===== config.mk =====
export PLATFORM = sky130hd
export DESIGN_NAME = tpi_scale
export DESIGN_NICKNAME = d
export VERILOG_FILES = /design/src/hw/rtl/tpi_pkg.sv /design/src/hw/rtl/tpi_scale.sv
export SDC_FILE = /design/constraint.sdc
export NUM_CORES = 2
export LEC_CHECK = 0
export BUFFER_PORTS_ARGS = -buffer_cell sky130_fd_sc_hd__buf_2
export CAP_MARGIN = 20
export CORE_AREA = 2 2 413 415
export CTS_CLUSTER_DIAMETER = 100
export DETAILED_ROUTE_END_ITERATION = 6
export DIE_AREA = 0 0 415 417
export SKIP_CTS_REPAIR_TIMING = 1
export SYNTH_ARGS = -nofsm -noshare
export SYNTH_HDL_FRONTEND = slang
export SYNTH_SLANG_ARGS = --single-unit

===== constraint.sdc =====
create_clock -name clk -period 7.8 [get_ports clk]
set_clock_uncertainty 0.1 [all_clocks]
set_input_delay 0.78 -clock clk [delete_from_list [all_inputs] [get_ports clk]]
set_output_delay 0.78 -clock clk [all_outputs]
set_load 0.01 [all_outputs]

===== src/hw/rtl/tpi_pkg.sv =====
// tpi_pkg: shared constants, types and the CORDIC arctangent table for the
// turtle path interpreter. No dependencies; the CORDIC, scale, unit and testbench files refer here.
package tpi_pkg;

    // Parameter defaults
    localparam int ANGLE_BITS_DEF   = 16;
    localparam int CORDIC_STEPS_DEF = 16;
    localparam int COUNT_BITS_DEF   = 16;

    // Drawing symbols
    localparam logic [7:0] SYM_FWD   = 8'h46;
    localparam logic [7:0] SYM_LEFT  = 8'h2B;
    localparam logic [7:0] SYM_RIGHT = 8'h2D;

    // Configuration map, register index = paddr[4:2]
    localparam int ADDR_W    = 5;
    localparam int REG_IDX_W = 3;
    localparam logic [REG_IDX_W-1:0] REG_STEP_LENGTH   = 3'd0;
    localparam logic [REG_IDX_W-1:0] REG_TURN_ANGLE    = 3'd1;
    localparam logic [REG_IDX_W-1:0] REG_START_HEADING = 3'd2;
    localparam logic [REG_IDX_W-1:0] REG_START_X       = 3'd3;
    localparam logic [REG_IDX_W-1:0] REG_START_Y       = 3'd4;

    localparam logic [31:0]        RST_STEP_LENGTH   = 32'd65536;
    localparam logic [15:0]        RST_TURN_ANGLE    = 16'd10923;
    localparam logic [15:0]        RST_START_HEADING = 16'd0;
    localparam logic signed [31:0] RST_START_X       = 32'sd13107200;
    localparam logic signed [31:0] RST_START_Y       = 32'sd13107200;

    // CORDIC datapath: Q30 vectors with headroom
    localparam int XY_W = 34;
    localparam logic signed [XY_W-1:0] CORDIC_GAIN = XY_W'(652032874);

    typedef struct packed {
        logic signed [XY_W-1:0] cos_v;
        logic signed [XY_W-1:0] sin_v;
    } cs_t;

    // atan(2^-i) as a 32-bit binary angle
    function automatic logic [31:0] atan_entry(input logic [4:0] idx);
        logic [31:0] v;
        case (idx)
            5'd0:    v = 32'h2000_0000;
            5'd1:    v = 32'h12E4_051E;
            5'd2:    v = 32'h09FB_385B;
            5'd3:    v = 32'h0511_11D4;
            5'd4:    v = 32'h028B_0D43;
            5'd5:    v = 32'h0145_D7E1;
            5'd6:    v = 32'h00A2_F61E;
            5'd7:    v = 32'h0051_7C55;
            5'd8:    v = 32'h0028_BE53;
            5'd9:    v = 32'h0014_5F2F;
            5'd10:   v = 32'h000A_2F98;
            5'd11:   v = 32'h0005_17CC;
            5'd12:   v = 32'h0002_8BE6;
            5'd13:   v = 32'h0001_45F3;
            5'd14:   v = 32'h0000_A2FA;
            5'd15:   v = 32'h0000_517D;
            5'd16:   v = 32'h0000_28BE;
            5'd17:   v = 32'h0000_145F;
            5'd18:   v = 32'h0000_0A30;
            5'd19:   v = 32'h0000_0518;
            5'd20:   v = 32'h0000_028C;
            5'd21:   v = 32'h0000_0146;
            5'd22:   v = 32'h0000_00A3;
            5'd23:   v = 32'h0000_0051;
            default: v = 32'h0000_0000;
        endcase
        return v;
    endfunction

endpackage


===== src/hw/rtl/tpi_scale.sv =====
// tpi_scale: position update pos + round(d * coef / 2^30), saturated.
// One 32x32 multiplier walks the distance in 32-bit chunks. Depends on tpi_pkg.
module tpi_scale #(
    parameter int D_W = tpi_pkg::COUNT_BITS_DEF + 32
) (
    input  logic                            clk,
    input  logic                            rst_n,
    input  logic                            start,
    input  logic [D_W-1:0]                  d,
    input  logic signed [tpi_pkg::XY_W-1:0] coef,
    input  logic signed [31:0]              base,
    output logic                            done,
    output logic signed [31:0]              result
);

    localparam int NCH = (D_W + 31) / 32;
    localparam int PW  = NCH * 32;
    localparam int AW  = PW + 32;
    localparam int MW  = AW + 1 - 30;
    localparam int SW  = MW + 2;
    localparam int CW  = (NCH > 1) ? $clog2(NCH) : 1;
    localparam logic [CW-1:0] LAST_CHUNK = CW'(NCH - 1);

    localparam logic [1:0] SC_IDLE = 2'd0;
    localparam logic [1:0] SC_MUL  = 2'd1;
    localparam logic [1:0] SC_RND  = 2'd2;
    localparam logic [1:0] SC_ADD  = 2'd3;

    logic [1:0]         st_reg, st_next;
    logic [CW-1:0]      chunk_reg, chunk_next;
    logic               done_reg, done_next;
    logic [PW-1:0]      dsh_reg, dsh_next;
    logic [31:0]        mag_reg, mag_next;
    logic               neg_reg, neg_next;
    logic [AW-1:0]      acc_reg, acc_next;
    logic [MW-1:0]      rnd_reg, rnd_next;
    logic signed [31:0] base_reg, base_next;
    logic signed [31:0] res_reg, res_next;

    logic signed [tpi_pkg::XY_W-1:0] neg_coef;
    logic [63:0]                     pp;
    logic [AW:0]                     rsum;
    logic signed [SW-1:0]            mterm, sum;
    logic                            ovf;

    assign neg_coef = -coef;
    assign pp       = dsh_reg[PW-1 -: 32] * mag_reg;
    assign rsum     = {1'b0, acc_reg} + (AW+1)'(32'h2000_0000);
    assign mterm    = neg_reg ? -$signed({2'b00, rnd_reg}) : $signed({2'b00, rnd_reg});
    assign sum      = SW'(base_reg) + mterm;
    assign ovf      = !((&sum[SW-1:31]) || !(|sum[SW-1:31]));

    always_comb
    begin
        st_next    = st_reg;
        chunk_next = chunk_reg;
        done_next  = 1'b0;
        dsh_next   = dsh_reg;
        mag_next   = mag_reg;
        neg_next   = neg_reg;
        acc_next   = acc_reg;
        rnd_next   = rnd_reg;
        base_next  = base_reg;
        res_next   = res_reg;
        case (st_reg)
            SC_IDLE:
            begin
                if (start)
                begin
                    neg_next   = coef[tpi_pkg::XY_W-1];
                    mag_next   = coef[tpi_pkg::XY_W-1] ? neg_coef[31:0] : coef[31:0];
                    dsh_next   = PW'(d);
                    acc_next   = '0;
                    chunk_next = '0;
                    base_next  = base;
                    st_next    = SC_MUL;
                end
            end
            SC_MUL:
            begin
                // high chunk first, so the accumulator only ever shifts by a word
                acc_next   = {acc_reg[AW-33:0], 32'h0} + AW'(pp);
                dsh_next   = dsh_reg << 32;
                chunk_next = chunk_reg + 1'b1;
                if (chunk_reg == LAST_CHUNK)
                begin
                    st_next = SC_RND;
                end
            end
            SC_RND:
            begin
                rnd_next = rsum[AW:30];
                st_next  = SC_ADD;
            end
            SC_ADD:
            begin
                if (ovf)
                begin
                    res_next = sum[SW-1] ? 32'sh8000_0000 : 32'sh7FFF_FFFF;
                end
                else
                begin
                    res_next = sum[31:0];
                end
                done_next = 1'b1;
                st_next   = SC_IDLE;
            end
            default:
            begin
                st_next = SC_IDLE;
            end
        endcase
    end

    always_ff @(posedge clk or negedge rst_n)
    begin
        if (!rst_n)
        begin
            st_reg    <= SC_IDLE;
            chunk_reg <= '0;
            done_reg  <= 1'b0;
        end
        else
        begin
            st_reg    <= st_next;
            chunk_reg <= chunk_next;
            done_reg  <= done_next;
        end
    end

    always_ff @(posedge clk)
    begin
        dsh_reg  <= dsh_next;
        mag_reg  <= mag_next;
        neg_reg  <= neg_next;
        acc_reg  <= acc_next;
        rnd_reg  <= rnd_next;
        base_reg <= base_next;
        res_reg  <= res_next;
    end

    assign done   = done_reg;
    assign result = res_reg;

endmodule


==> results.sh <==
export IMPL_wl_per_cell_um=19.1
export IMPL_die_y_um=417
export IMPL_worstReg2RegStart="dsh_reg[37]$_DFFE_PP_"
export IMPL_fin_nets=7686
export IMPL_synth_top_area_cell="fa_1"
export IMPL_drtIter0Drc=2744
export IMPL_async_flop_share_pct=1.22
export IMPL_clk_insertion_delay_late_ns=0.67
export IMPL_outcome="complete, but fails checks"
export IMPL_slew_viol_final=0
export IMPL_grt_pass1_vias=44000
export IMPL_cpMostUsedCell="fa_1"
export IMPL_synth_edf_count=324
export IMPL_grt_max_degree=76
export IMPL_finalHoldViolCount=0
export IMPL_yosysUniqueCellTypes=79
export IMPL_core_um2=169000
export IMPL_rows=151
export IMPL_yosys_warnings=0
export IMPL_port_buffer_count=148
export IMPL_worstHoldStart="base[31]"
export IMPL_synth_seq_cells=328
export IMPL_startpoint="dsh_reg[37]$_DFFE_PP_"
export IMPL_cp_end_kind="flop"
export IMPL_cp_max_fo=7
export IMPL_postRouteAntennaNets=0
export IMPL_synthesis_area_um2=55200
export IMPL_placed_cell_area_um2=62200
export IMPL_postSynthCellCount=5895
export IMPL_cts_sinks=328
export IMPL_synthFlopType="edfxtp_1"
export IMPL_grt_ovfl_total=0
export IMPL_largest_reg_flops=96
export IMPL_start_util_pct=32.8
export IMPL_setup_viol=34
export IMPL_critPathRequiredTime_ns=8.09
export IMPL_dp_hpwl_um=135000
export IMPL_critPathArrivalTime_ns=8.44
export IMPL_yosysMostFrequentCell="inv_1"
export IMPL_min_path_type="input port to flop"
export IMPL_drv_cap=0
export IMPL_netlist_top_cells_count="inv_1, fa_1, nand2_1"
export IMPL_cts_buffers=44
export IMPL_postSynthAreaPerCell_um2=9.37
export IMPL_die_area_um2=173000
export IMPL_gp_congestion=0.912
export IMPL_cts_tree="yes"
export IMPL_drive_gt1_share_pct=15.1
export IMPL_routed_via_density=4.97
export IMPL_rsz0062_at_grt="true"
export IMPL_critPathLaunchType="flop"
export IMPL_wirelength_um=163000
export IMPL_antenna_found_initial=5
export IMPL_drcViolationCount=0
export IMPL_post_route_period_util_pct=105
export IMPL_max_freq_mhz=123
export IMPL_die_x_um=415
export IMPL_violations="negative setup slack"
export IMPL_clk_pin_slew_ns=0.06
export IMPL_io_pins=150
export IMPL_worstSetupPathType="flop to flop"
export IMPL_grt_first_pass_wirelength_um=255000
export IMPL_drtPass1Iterations=5
export IMPL_synth_top_area_share_pct=33.8
export IMPL_cts_htree_levels=2
export IMPL_slowest_delay_ns=0.61
export IMPL_syn_to_final_growth_pct=18.2
export IMPL_fin_crit_ns=8.15
export IMPL_clk_path_buf_depth=3
export IMPL_postLayoutCellArea_um2=65300
export IMPL_yosysSeqAreaShare_pct=17.8
export IMPL_hold_ws_ns=0.179
export IMPL_synth_top_cells_by_area="fa_1, edfxtp_1, ha_1, inv_1, and2_1"
export IMPL_grt_usage_pct=18.7
export IMPL_tightest_slew_ns=0.965
export IMPL_slowest_stage="fa_1"
export IMPL_clockRootBuffer="clkbuf_16"
export IMPL_synth_fp_nets=7305
export IMPL_route_vias_total=42400
export IMPL_relSlewSlack_pct=35.1
export IMPL_setup_slack_ns=-0.352
==> placed cells by master (no fill, tap or decap), drive strengths merged, types with 23 or more instances in the layout <==
cell / Yosys / layout
nand4b: 32 / 32
xor2: 78 / 78
o211ai: 23 / 23
ha: 361 / 361
edfxtp: 324 / 324
o31ai: 42 / 42
o21bai: 30 / 30
fa: 932 / 932
o221ai: 34 / 34
nand4: 78 / 78
and2: 553 / 553
nor2b: 42 / 42
clkbuf: 314 / 55
a21o: 80 / 80
or4: 31 / 31
or3: 27 / 27
buf: 8 / 650
nand3: 67 / 67
nor4: 29 / 29
and3: 28 / 28
xnor2: 190 / 190
inv: 1010 / 1020
a21oi: 191 / 191
nand2b: 28 / 28
nor3: 45 / 45
nand2: 723 / 723
o21ai: 143 / 143
nor2: 209 / 209
==> area by class of cell <==
| class | instances | area (um2) |
|---|---|---|
| Tap cell | 2218 | 2780 |
| Fill cell | 16700 | 103000 |
| Timing Repair Buffer | 657 | 5920 |
| Inverter | 1010 | 3790 |
| Clock buffer | 49 | 1120 |
| Multi-Input combinational cell | 4235 | 41400 |
| Sequential cell | 328 | 9830 |
| Antenna cell | 4 | 10.0 |
| Clock inverter | 32 | 362 |
==> critical path, delay by kind of cell (launching register included) <==
family                   cells  cell delay, ns
multiplexers                 1            0.11
AO/OA/AOI/OAI                8            1.54
AND/OR/NAND/NOR              3            0.34
buffers and inverters        8            1.03
adder cells (fa/ha/maj)      9            4.35
flip-flops                   1            0.42
==> cells by family (layout without fill, tap and decap cells) <==
family | count (synthesis) | after routing | synth area share, %
flip-flops | 328 | 328 | 17.8
buffers and inverters | 1332 | 1748 | 9.06
other | 0 | 4 | 0
XOR/XNOR | 268 | 268 | 4.25
adder cells (fa/ha/maj) | 1293 | 1293 | 42.0
AO/OA/AOI/OAI | 697 | 697 | 8.28
AND/OR/NAND/NOR | 1941 | 1941 | 17.9
multiplexers | 36 | 36 | 0.698
==> metal layers <==
metal | vias to the layer above | global-route usage [%] | wire, um
met2 | 1067 | 31.5 | 78700
met3 | 205 | 2.27 | 8180
met1 | 21500 | 25.3 | 71800
met4 | 0 | 4.79 | 4080
met5 | - | 0 | 0
li1 | 19600 | - | -
==> final timing paths <==
kind                                              to  slack (ns)  depth (start not counted)
max                        acc_reg[93]$_SDFFCE_PN0P_       -0.35                         29
min                           base_reg[31]$_DFFE_PP_        0.18                          1
max reg2reg                acc_reg[93]$_SDFFCE_PN0P_       -0.35                         29
min reg2reg                dsh_reg[50]$_SDFFCE_PN0P_        0.42                          1
max in group asynchronous      chunk_reg$_DFFE_PN0P_        7.03                          2
min in group asynchronous             done$_DFF_PN0_        0.44                          2
==> metrics by stage <==
| stage | worst slack, ns | utilization (%) | TNS (ns) | cells |
|---|---|---|---|---|
| after global routing | -0.564 | 38.7 | -16.18 | 8530 |
| final | -0.352 | 38.7 | -6.71 | 8533 |
| after detailed placement | -0.534 | 36.9 | -12.48 | 8414 |
| after CTS | -0.553 | 37.8 | -13.53 | 8495 |
| after floorplan | 0.0511 | - | 0 | 5895 |
| after global placement | -0.501 | 36.9 | -11.73 | 8414 |
Power is left out: the tool's default activity adds up to more than one toggle a clock period on the data nets, which glitch-free logic cannot reach.
